===== src/hw/rtl/assert_macros.svh =====
// ----------------------------------------------------------------------------
// Assertion macros used by the pulse width reader top level.
// ----------------------------------------------------------------------------
`ifndef ASSERT_MACROS_SVH
`define ASSERT_MACROS_SVH

// Same-cycle implication, disabled while reset is asserted.
`define RCPW_ASSERT_IMP(lbl, clk, rstn, ante, cons) \
    lbl: assert property (@(posedge clk) disable iff (!rstn) (ante) |-> (cons)) \
        else $error("%m: implication failed");

// Next-cycle implication, disabled while reset is asserted.
`define RCPW_ASSERT_NXT(lbl, clk, rstn, ante, cons) \
    lbl: assert property (@(posedge clk) disable iff (!rstn) (ante) |=> (cons)) \
        else $error("%m: next-cycle implication failed");

`endif


===== src/hw/rtl/rcpw_pkg.sv =====
// ----------------------------------------------------------------------------
// rcpw_pkg
// Types and constants of the RC pulse width reader.
// ----------------------------------------------------------------------------
package rcpw_pkg;

    localparam int NUM_CH    = 5;
    localparam int WIDTH_W   = 16;
    localparam int CFG_IDX_W = 3;

    // Channel positions in the mask and level vectors.
    localparam int CH_THROTTLE = 0;
    localparam int CH_ROLL     = 1;
    localparam int CH_PITCH    = 2;
    localparam int CH_YAW      = 3;
    localparam int CH_GEAR     = 4;

    // Configuration register indexes.
    localparam logic [CFG_IDX_W-1:0] CFG_STICK_MIN         = 3'd0;
    localparam logic [CFG_IDX_W-1:0] CFG_STICK_MAX         = 3'd1;
    localparam logic [CFG_IDX_W-1:0] CFG_STICK_CENTER      = 3'd2;
    localparam logic [CFG_IDX_W-1:0] CFG_STICK_DEADBAND    = 3'd3;
    localparam logic [CFG_IDX_W-1:0] CFG_THROTTLE_MIN      = 3'd4;
    localparam logic [CFG_IDX_W-1:0] CFG_THROTTLE_MAX      = 3'd5;
    localparam logic [CFG_IDX_W-1:0] CFG_THROTTLE_DEADBAND = 3'd6;
    localparam logic [CFG_IDX_W-1:0] CFG_GEAR_THRESHOLD    = 3'd7;

    typedef struct packed {
        logic [4:0]  changed_mask;
        logic [4:0]  pin_levels;
        logic [31:0] timer_count;
    } in_item_t;

    typedef struct packed {
        logic [15:0] throttle_value;
        logic [15:0] roll_value;
        logic [15:0] pitch_value;
        logic [15:0] yaw_value;
        logic        gear_on;
        logic        range_error;
    } out_item_t;

    typedef struct packed {
        logic [15:0] stick_min;
        logic [15:0] stick_max;
        logic [15:0] stick_center;
        logic [15:0] stick_deadband;
        logic [15:0] throttle_min;
        logic [15:0] throttle_max;
        logic [15:0] throttle_deadband;
        logic [15:0] gear_threshold;
    } cfg_t;

    typedef logic [NUM_CH-1:0][WIDTH_W-1:0] width_vec_t;

endpackage


===== src/hw/rtl/rcpw_capture.sv =====
// ----------------------------------------------------------------------------
// rcpw_capture
// Per-channel edge detection, rise time latch and pulse width store.
// ----------------------------------------------------------------------------
module rcpw_capture
    import rcpw_pkg::*;
#(
    parameter int TIMER_BITS = 32
) (
    input  logic       clk,
    input  logic       rst_n,
    input  logic       accept,
    input  in_item_t   item,
    output width_vec_t widths
);

    logic [NUM_CH-1:0]                 prior_reg;
    logic [NUM_CH-1:0]                 prior_next;
    logic [NUM_CH-1:0][TIMER_BITS-1:0] rise_reg;
    logic [NUM_CH-1:0][TIMER_BITS-1:0] rise_next;
    width_vec_t                        width_reg;
    width_vec_t                        width_next;

    logic [TIMER_BITS-1:0]             now;
    logic [NUM_CH-1:0][TIMER_BITS-1:0] diff;
    width_vec_t                        tick_w;

    assign now = item.timer_count[TIMER_BITS-1:0];

    always_comb
    begin
        prior_next = prior_reg;
        rise_next  = rise_reg;
        width_next = width_reg;
        for (int i = 0; i < NUM_CH; i++)
        begin
            // Without a later stop the count wraps one tick short, and equal
            // counts give all ones; both are stop - start - 1 modulo the timer.
            diff[i]   = now - rise_reg[i];
            tick_w[i] = diff[i][WIDTH_W-1:0]
                        - {{(WIDTH_W-1){1'b0}}, ~(now > rise_reg[i])};
            if (accept && item.changed_mask[i] && (item.pin_levels[i] != prior_reg[i]))
            begin
                prior_next[i] = item.pin_levels[i];
                if (item.pin_levels[i])
                begin
                    rise_next[i] = now;
                end
                else
                begin
                    width_next[i] = tick_w[i];
                end
            end
        end
    end

    always_ff @(posedge clk or negedge rst_n)
    begin
        if (!rst_n)
        begin
            prior_reg <= '0;
            rise_reg  <= '0;
            width_reg <= '0;
        end
        else
        begin
            prior_reg <= prior_next;
            rise_reg  <= rise_next;
            width_reg <= width_next;
        end
    end

    assign widths = width_reg;

endmodule


===== src/hw/rtl/rcpw_convert.sv =====
// ----------------------------------------------------------------------------
// rcpw_convert
// Range checks and dead band handling that turn widths into control values.
// ----------------------------------------------------------------------------
module rcpw_convert
    import rcpw_pkg::*;
(
    input  width_vec_t widths,
    input  cfg_t       cfg,
    output out_item_t  result
);

    localparam int NUM_STICK = 3;

    logic [WIDTH_W-1:0]               thr_w;
    logic [WIDTH_W-1:0]               thr_off;
    logic                             thr_err;
    logic [WIDTH_W-1:0]               gear_w;
    logic [WIDTH_W-1:0]               gear_off;
    logic                             gear_err;
    logic signed [WIDTH_W+1:0]        band_lo;
    logic signed [WIDTH_W+1:0]        band_hi;
    logic [NUM_STICK-1:0][WIDTH_W-1:0] st_w;
    logic [NUM_STICK-1:0][WIDTH_W-1:0] st_off;
    logic [NUM_STICK-1:0][WIDTH_W-1:0] st_val;
    logic [NUM_STICK-1:0]             st_err;

    // The band bounds are exact: below zero or above full scale never clips.
    assign band_lo = $signed({2'b00, cfg.stick_center}) - $signed({2'b00, cfg.stick_deadband});
    assign band_hi = $signed({2'b00, cfg.stick_center}) + $signed({2'b00, cfg.stick_deadband});

    always_comb
    begin
        for (int i = 0; i < NUM_STICK; i++)
        begin
            st_w[i]   = widths[CH_ROLL + i];
            st_off[i] = st_w[i] - cfg.stick_min;
            st_err[i] = (st_w[i] < cfg.stick_min) || (st_w[i] > cfg.stick_max);
            if (st_err[i])
            begin
                st_val[i] = cfg.stick_center;
            end
            else if (($signed({2'b00, st_off[i]}) >= band_lo)
                     && ($signed({2'b00, st_off[i]}) <= band_hi))
            begin
                st_val[i] = cfg.stick_center;
            end
            else
            begin
                st_val[i] = st_off[i];
            end
        end
    end

    assign thr_w   = widths[CH_THROTTLE];
    assign thr_off = thr_w - cfg.throttle_min;
    assign thr_err = (thr_w < cfg.throttle_min) || (thr_w > cfg.throttle_max);

    assign gear_w   = widths[CH_GEAR];
    assign gear_off = gear_w - cfg.stick_min;
    assign gear_err = (gear_w < cfg.stick_min) || (gear_w > cfg.stick_max);

    always_comb
    begin
        result.throttle_value = (thr_err || (thr_off <= cfg.throttle_deadband))
                                ? '0 : thr_off;
        result.roll_value     = st_val[0];
        result.pitch_value    = st_val[1];
        result.yaw_value      = st_val[CH_YAW - CH_ROLL];
        result.gear_on        = !gear_err && (gear_off >= cfg.gear_threshold);
        result.range_error    = thr_err || gear_err || (|st_err);
    end

endmodule


===== src/hw/rtl/rc_pulse_width_reader_top.sv =====
// ----------------------------------------------------------------------------
// rc_pulse_width_reader_top
// Five-channel RC PWM pulse width reader with a configuration port.
// ----------------------------------------------------------------------------
// Usage:
//   Each input item carries a per-channel change mask, the pin levels and a
//   timer count. A rising edge on a flagged channel latches the count; a
//   falling edge stores the tick difference as that channel's pulse width.
//   Every item yields exactly one result item with the converted throttle,
//   roll, pitch and yaw values, the gear switch and a range error flag.
//   The edge logic updates the width store at the accepting edge, and the
//   conversion fills the output register from the width store once the
//   output can load, so a result passes the width store stage and the
//   output register before out_valid rises. Throughput is one item per
//   cycle while the receiver takes results, set by the width store update.
//   When the receiver stalls, the output register holds its item and one
//   more item may sit in the width store stage; after that in_ready drops.
//   Reset clears all widths, rise counts and pin histories to zero, empties
//   the pipeline and loads the register defaults (maxima 65535, the rest 0).
//   Configuration writes are registered; users make them only while idle (unenforced).
// ----------------------------------------------------------------------------
`include "assert_macros.svh"

module rc_pulse_width_reader_top
    import rcpw_pkg::*;
#(
    parameter int TIMER_BITS = 32
) (
    input  logic                 clk,
    input  logic                 rst_n,
    input  logic                 in_valid,
    output logic                 in_ready,
    input  in_item_t             in_data,
    output logic                 out_valid,
    input  logic                 out_ready,
    output out_item_t            out_data,
    input  logic                 cfg_we,
    input  logic [CFG_IDX_W-1:0] cfg_index,
    input  logic [WIDTH_W-1:0]   cfg_wdata
);

    cfg_t       cfg_reg;
    cfg_t       cfg_next;
    logic       s1_valid_reg;
    logic       s1_valid_next;
    logic       out_valid_reg;
    logic       out_valid_next;
    out_item_t  out_data_reg;
    logic       in_accept;
    logic       out_load;
    width_vec_t widths;
    out_item_t  conv_result;

    assign out_load  = !out_valid_reg || out_ready;
    assign in_ready  = !s1_valid_reg || out_load;
    assign in_accept = in_valid && in_ready;

    rcpw_capture #(
        .TIMER_BITS (TIMER_BITS)
    ) u_capture (
        .clk    (clk),
        .rst_n  (rst_n),
        .accept (in_accept),
        .item   (in_data),
        .widths (widths)
    );

    rcpw_convert u_convert (
        .widths (widths),
        .cfg    (cfg_reg),
        .result (conv_result)
    );

    always_comb
    begin
        cfg_next = cfg_reg;
        if (cfg_we)
        begin
            unique case (cfg_index)
                CFG_STICK_MIN:         cfg_next.stick_min         = cfg_wdata;
                CFG_STICK_MAX:         cfg_next.stick_max         = cfg_wdata;
                CFG_STICK_CENTER:      cfg_next.stick_center      = cfg_wdata;
                CFG_STICK_DEADBAND:    cfg_next.stick_deadband    = cfg_wdata;
                CFG_THROTTLE_MIN:      cfg_next.throttle_min      = cfg_wdata;
                CFG_THROTTLE_MAX:      cfg_next.throttle_max      = cfg_wdata;
                CFG_THROTTLE_DEADBAND: cfg_next.throttle_deadband = cfg_wdata;
                CFG_GEAR_THRESHOLD:    cfg_next.gear_threshold    = cfg_wdata;
                default:               cfg_next = cfg_reg;
            endcase
        end
    end

    always_comb
    begin
        s1_valid_next  = s1_valid_reg;
        out_valid_next = out_valid_reg;
        if (out_load)
        begin
            out_valid_next = s1_valid_reg;
            s1_valid_next  = 1'b0;
        end
        if (in_accept)
        begin
            s1_valid_next = 1'b1;
        end
    end

    always_ff @(posedge clk or negedge rst_n)
    begin
        if (!rst_n)
        begin
            cfg_reg       <= '{stick_max: '1, throttle_max: '1, default: '0};
            s1_valid_reg  <= 1'b0;
            out_valid_reg <= 1'b0;
        end
        else
        begin
            cfg_reg       <= cfg_next;
            s1_valid_reg  <= s1_valid_next;
            out_valid_reg <= out_valid_next;
        end
    end

    // The result is taken from the width store after its item's update.
    always_ff @(posedge clk)
    begin
        if (out_load && s1_valid_reg)
        begin
            out_data_reg <= conv_result;
        end
    end

    assign out_valid = out_valid_reg;
    assign out_data  = out_data_reg;

    `RCPW_ASSERT_IMP(a_ready_when_out_empty, clk, rst_n, !out_valid_reg, in_ready)
    `RCPW_ASSERT_NXT(a_widths_hold_when_full, clk, rst_n, !in_ready, $stable(widths))
    `RCPW_ASSERT_IMP(a_out_from_stage, clk, rst_n, $rose(out_valid_reg), $past(s1_valid_reg))

endmodule

===== config.mk =====
export PLATFORM = sky130hd
export DESIGN_NAME = rc_pulse_width_reader_top
export DESIGN_NICKNAME = d
export VERILOG_FILES = /design/src/hw/rtl/rcpw_pkg.sv /design/src/hw/rtl/rcpw_capture.sv /design/src/hw/rtl/rcpw_convert.sv /design/src/hw/rtl/rc_pulse_width_reader_top.sv
export VERILOG_INCLUDE_DIRS = /design/src /design/src/hw/rtl
export SDC_FILE = /design/constraint.sdc
export NUM_CORES = 2
export LEC_CHECK = 0
export CORE_MARGIN = 4
export CORE_UTILIZATION = 33
export DETAILED_ROUTE_END_ITERATION = 7
export DONT_BUFFER_PORTS = 1
export HOLD_SLACK_MARGIN = 0.08
export PLACE_DENSITY = 0.53
export SETUP_SLACK_MARGIN = 0.5
export SLEW_MARGIN = 20
export SYNTH_ARGS = -nofsm -noshare
export SYNTH_HDL_FRONTEND = slang
export SYNTH_SLANG_ARGS = --single-unit

===== constraint.sdc =====
create_clock -name clk -period 9.5 [get_ports clk]
set_clock_uncertainty 0.15 [all_clocks]
set_input_delay 0 -clock clk [delete_from_list [all_inputs] [get_ports clk]]
set_output_delay 0 -clock clk [all_outputs]
set_load 0.03 [all_outputs]

**Word-level counts from Yosys, hierarchy flattened**

Index checks and enable logic that the tools add are counted.

- Mux-type cells: 8
- Add/sub/neg operators: 17
- Reductions and logical operators: 50
- Bitwise operators: 10
- Order comparisons: 23
- Equality and inequality tests: 12

Operators with widths:

| kind | count |
|---|---|
| $gt A32 B32 Y1 | 5 |
| $sub A16 B16 Y16 | 10 |
| $mux W16 | 6 |
| $gt A16 B16 Y1 | 5 |
| $lt A16 B16 Y1 | 5 |
| $sub A16 B1 Y16 | 5 |
| $ge A17 B18 Y1 | 3 |
| $le A17 B18 Y1 | 3 |
| $reduce_and A2 Y1 | 18 |
| $add A16 B16 Y17 | 1 |
| $sub A16 B16 Y17 | 1 |
| $ge A16 B16 Y1 | 1 |
| $le A16 B16 Y1 | 1 |
| $logic_and A1 B1 Y1 | 16 |
| $eq A3 B3 Y1 const B | 4 |
| $logic_or A1 B1 Y1 | 10 |
| $not A1 Y1 | 10 |
| $eq A3 B2 Y1 const B | 2 |
| $ne A1 B1 Y1 | 5 |
| $eq A3 B1 Y1 const B | 1 |
| $logic_not A1 Y1 | 3 |
| $logic_not A3 Y1 | 1 |
| $reduce_or A3 Y1 | 1 |
| $mux W1 | 2 |
| $reduce_bool A2 Y1 | 1 |

- Logic and storage cells: 151
- Register bits: 441
- Output and inout port bits: 68

**Depth between registers and ports, before layout**

- Depth in word-level cells: 7
- Mapped depth: 29
- Mapped depth without buffers: 29

**Hierarchy**

From an unflattened synthesis, not the netlist that was laid out.

- Cell total of the unflattened synthesis: 3764
- Area, all modules: 36013.3 um2

By module, submodules not included:

| module | cells an instance | area an instance (um2) | seq. area each (um2) | times used |
|---|---|---|---|---|
| rcpw_capture | 1921 | 17842.1 | 6130.9 | 1 |
| rcpw_convert | 1490 | 11143.2 | 0.0 | 1 |
| rc_pulse_width_reader_top | 353 | 7028.0 | 5275.1 | 1 |

**Worst setup path after synthesis**

No wires, ideal clock.

- Path type: flip-flop to flip-flop
- Start point: reg u_capture.rise_reg[113] in the netlist's numbering
- End point: reg u_capture.width_reg (netlist bit u_capture.widths[62])
- Clock period less this slack: 5.334 ns
- Stages on the path, launching flop included: 29
- Arrival: 5.050 ns
- Required time: 9.215 ns
- Slack: 4.166 ns
- Cell sequence: dfrtp_1 -> inv_1 -> ha_1 -> a21o_1 -> a21o_1 -> a21o_1 -> a21oi_1 -> nor2b_1 -> o21ai_0 -> nand2b_1 -> a21oi_1 -> nor3_1 -> a2111oi_0 -> a32o_1 -> fa_1 -> ha_1 -> or2_2 -> fa_1 -> nand2b_1 -> a21oi_1 -> o21ai_0 -> a21oi_1 -> o21bai_1 -> a21oi_1 -> o21ai_0 -> a211oi_1 -> nor2_1 -> mux2i_1 -> o22ai_1

- Longest elaborated chain between the ends: 3

Ends and longest elaborated chain:

| what | RTL line | RTL |
|---|---|---|
| start, declared | rcpw_capture.sv:19 | `logic [NUM_CH-1:0][TIMER_BITS-1:0] rise_reg;` |
| start signal, assigned | rcpw_capture.sv:68 | `rise_reg <= rise_next;` |
| $gt A32 B32 Y1 | rcpw_capture.sv:41 | `- {{(WIDTH_W-1){1'b0}}, ~(now > rise_reg[i])};` |
| $not A1 Y1 | rcpw_capture.sv:41 |  |
| $sub A16 B1 Y16 | rcpw_capture.sv:41 |  |
| end signal, assigned | rcpw_capture.sv:69 | `width_reg <= width_next;` |
| end, declared | rcpw_capture.sv:21 | `width_vec_t width_reg;` |

No other way between the ends.
A chain may end at the register's enable or synchronous reset.

**Worst setup path in the final report**

- Start point: reg u_capture.rise_reg[145] in the netlist's numbering
- End point: reg u_capture.width_reg (netlist bit u_capture.widths[78])

Same word-level chain as after synthesis.

==> results.tsv <==
stage	metric	value	unit
synth	Most used DFF post-synth	dfrtp_1	
floorplan	num ports	134	
placed_design	port bufs	0	
floorplan	height of the die	333	um
grt	GRT overflow	0	
pwr	Sw Pwr	6.71	mW
critical_path	required time at the worst-slack endpoint	9880	ps
route	post-route ant nets	0	
synth	post-synthesis area per instance	9.42	um^2
status	status	complete, but fails checks	
status	failing checks	design-rule violations	
route	DR WL/cell	20.6	um
final_layout	fillers	10700	
cts	post-CTS resize count	0	
floorplan	die area	111000	um^2
sta	Rel. slew slack	0.251	
placed_design	dpl hpwl	79300	um
cts	CTS Sinks	441	
placed_design	gpl congestion	0.867	
grt	first-pass GRT wire length	165000	um
flow_run	max-capacitance violation count	0	
route	total wire length	108000	um
critical_path	CP Capture Type	flip-flop	
synth	Yosys reg bits	441	
synth	sequential share of the synthesized area	0.327	
pwr	largest vdd supply drop	0.000219	V
route	DR pass1 iterations	7	
route	drt initial violations	1541	
cts	clock slew at reported path FFs	60	ps
sta	RSZ-0062 raised after global routing	no	
grt	vias in the first global route	26800	
final_layout	Final Cell Area	39500	um^2
route	via count	27000	
placed_design	pre-CTS WS	3140	ps
synth	syn_nets	4389	
grt	GRT Overall Usage	0.192	
synth	Yosys cell types	90	
critical_path	cell repeated most along the worst path	a21oi_1	
pwr	Sw Share	0.470	
critical_path	slowest cell delay on critical path	510	ps
sta	worst setup margin	3090	ps
cts	CTS H-tree depth	2	
synth	async set-reset flop share out of synthesis	0.850	
grt	largest net degree at the start of global routing	376	
sta	final setup TNS	0	ps
cts	root buffer cell	clkbuf_16	
cts	clock latency on the worst-skew pair	650	ps
cts	Post-CTS Setup Inserts	0	
sta	Hold Vio Cnt, Final	0	
final_layout	layout cells sized above 1	0.107	
synth	Syn Inst Count	3704	
critical_path	Startpoint Class	flip-flop	
sta	Fmax achieved	156	MHz
cts	clock buffer depth	3	
floorplan	die width	333	um
pwr	clock share of power	0.151	
synth	Synthesis Warnings	0	
placed_design	Placement Cell Area	36500	um^2
final_layout	max FFs per register	160	
critical_path	Worst EP arrival	6800	ps
sta	Final Max Tran Viols	0	
sta	final worst-path cycle share	0.675	
floorplan	Starting Density	0.332	
pwr	Logic pwr share	0.615	
floorplan	row cnt	119	
cts	CTS Buf Count	53	
final_layout	Area growth syn-to-layout	13.1	%
grt	initial antenna violation count	7	
route	post-DR vias/cell	5.14	
synth	Cell Area, Synth	34900	um^2
pwr	Pwr Density	361	nW/um^2
critical_path	Setup CP Type	reg -> reg	
synth	Post-synth EDFFs	66	
final_layout	# diodes	0	
sta	Period minus WS final	6410	ps
floorplan	core area	105000	um^2
final_layout	nets	4493	
sta	Finish-stage setup viols	0	
pwr	Lkg Pwr	18.5	nW
route	Residual DRC	1	
cts	TritonCTS clock tree	built	
critical_path	peak fanout along the critical path	3	
critical_path	Slowest-stage cell, CP	a211oi_1	
cts	hold_buf cts	103	
min_path	Hold Crit Class	in -> reg	
sta	worst-margin pin slew	1120	ps
final_layout	post-layout util	0.375	
pwr	Pint	7.56	mW
pwr	Reg power frac	0.234	
==> metrics by stage <==
step | cells | hold slack, ps | total power, mW
2_1_floorplan | 3704 | -446 | 9.47
3_3_place_gp | 5035 | -426 | 11.8
3_5_place_dp | 5035 | -426 | 11.9
4_1_cts | 5238 | 82.3 | 14.3
5_1_grt | 5244 | 127 | 15.5
6_report | 5244 | 109 | 14.3
==> worst max-delay path, delay by kind of cell, from the launching register on <==
family                     cells  cell delay [ps]
AOI/OAI and AO/OA             18             3740
and+or+nand+nor                5              640
buffers and inverters          1               40
adders and majority gates      4             1370
DFF                            1              340
==> cell usage after synthesis, types with 11 or more instances <==
cell type / instances / area [um^2]
o21a_1: 54 / 405
nand4b_1: 14 / 123
nor2_1: 145 / 544
o31a_1: 13 / 114
xnor2_1: 100 / 876
edfxtp_1: 66 / 1980
nand3_1: 42 / 210
nor4_1: 16 / 100
a211oi_1: 29 / 218
and3_1: 28 / 175
nand4_1: 68 / 425
a21o_1: 78 / 586
mux2_2: 215 / 2420
a21boi_0: 11 / 82.6
nor2b_1: 49 / 307
dfstp_2: 32 / 841
nand2b_1: 55 / 344
a31oi_1: 17 / 106
nand2_1: 268 / 1010
o21bai_1: 32 / 240
a21oi_1: 199 / 996
ha_1: 602 / 7530
o21ai_0: 311 / 1560
o31ai_1: 28 / 210
fa_1: 17 / 340
xor2_1: 36 / 315
nor3_1: 41 / 205
mux2i_1: 14 / 140
or2_2: 13 / 81.3
inv_1: 508 / 1910
or3_1: 11 / 68.8
clkbuf_1: 76 / 285
dfrtp_1: 343 / 8580
o211ai_1: 22 / 165
==> final timing paths <==
path,from,to,slack [ps],cells after the start
max,u_capture.rise_reg[145]$_DFFE_PN0P_,u_capture.widths[78]$_DFFE_PN0P_,3090,28
min,in_data[16],u_capture.rise_reg[16]$_DFFE_PN0P_,110,2
max reg2reg,u_capture.rise_reg[145]$_DFFE_PN0P_,u_capture.widths[78]$_DFFE_PN0P_,3090,28
min reg2reg,s1_valid_reg$_DFFE_PN0P_,out_valid$_DFFE_PN0P_,320,1
max in group asynchronous,rst_n,u_capture.prior_reg[2]$_DFFE_PN0P_,6810,5
min in group asynchronous,rst_n,cfg_reg[69]$_DFFE_PN0P_,510,3
==> power groups by stage <==
| stage | sequential, mW | combinational [mW] | clock [mW] |
|---|---|---|---|
| after floorplan | 3.14 | 6.32 | 0 |
| after global placement | 3.36 | 8.44 | 0 |
| after detailed placement | 3.38 | 8.55 | 0 |
| after CTS | 3.35 | 8.73 | 2.22 |
| after global routing | 3.42 | 9.82 | 2.29 |
| final | 3.34 | 8.77 | 2.15 |
==> cell families (layout without fill, tap and decap cells) <==
logic type               Yosys count  in the layout  synth area share
buffers and inverters            594            743            0.0645
XOR/XNOR                         136            136            0.0341
flip-flops                       441            441             0.327
multiplexers                     238            238            0.0773
AND/OR/NAND/NOR                  783            783             0.110
adder cells (fa/ha/maj)          627            627             0.228
AO/OA/AOI/OAI                    885            885             0.159
==> placed cells by master, fill, tap and decap left out, types with 36 or more instances in the layout <==
cell / netlist / layout
a21oi_1: 199 / 199
clkbuf_16: 0 / 53
nand2b_1: 55 / 55
nor2_1: 145 / 145
o21a_1: 54 / 54
edfxtp_1: 66 / 66
o21ai_0: 311 / 311
a21o_1: 78 / 78
xnor2_1: 100 / 100
nand4_1: 68 / 68
nand2_1: 268 / 268
mux2_2: 215 / 215
nand3_1: 42 / 42
inv_1: 508 / 508
nor2b_1: 49 / 49
xor2_1: 36 / 36
dlygate4sd3_1: 0 / 105
dfrtp_1: 343 / 343
nor3_1: 41 / 39
ha_1: 602 / 602
==> layout make-up <==
class / count / area, um^2 / share of cell area
inverters: 508 / 1910 / 0.0483
repair buffers: 135 / 1340 / 0.0340
clock buffers: 68 / 1440 / 0.0366
flip-flops and latches: 441 / 11400 / 0.289
clock inverters: 32 / 375 / 0.00951
multi-input cells: 2669 / 21300 / 0.539
well taps: 1391 / 1740 / 0.0441
==> routing by layer <==
metal	wire length, um	vias up	track usage
met3	4020	193	0.0239
li1	-	13300	-
met4	4810	4	0.0740
met2	49200	537	0.319
met1	50200	13000	0.257
met5	27	-	0
Note: power is estimated with default switching activity, not from simulation.
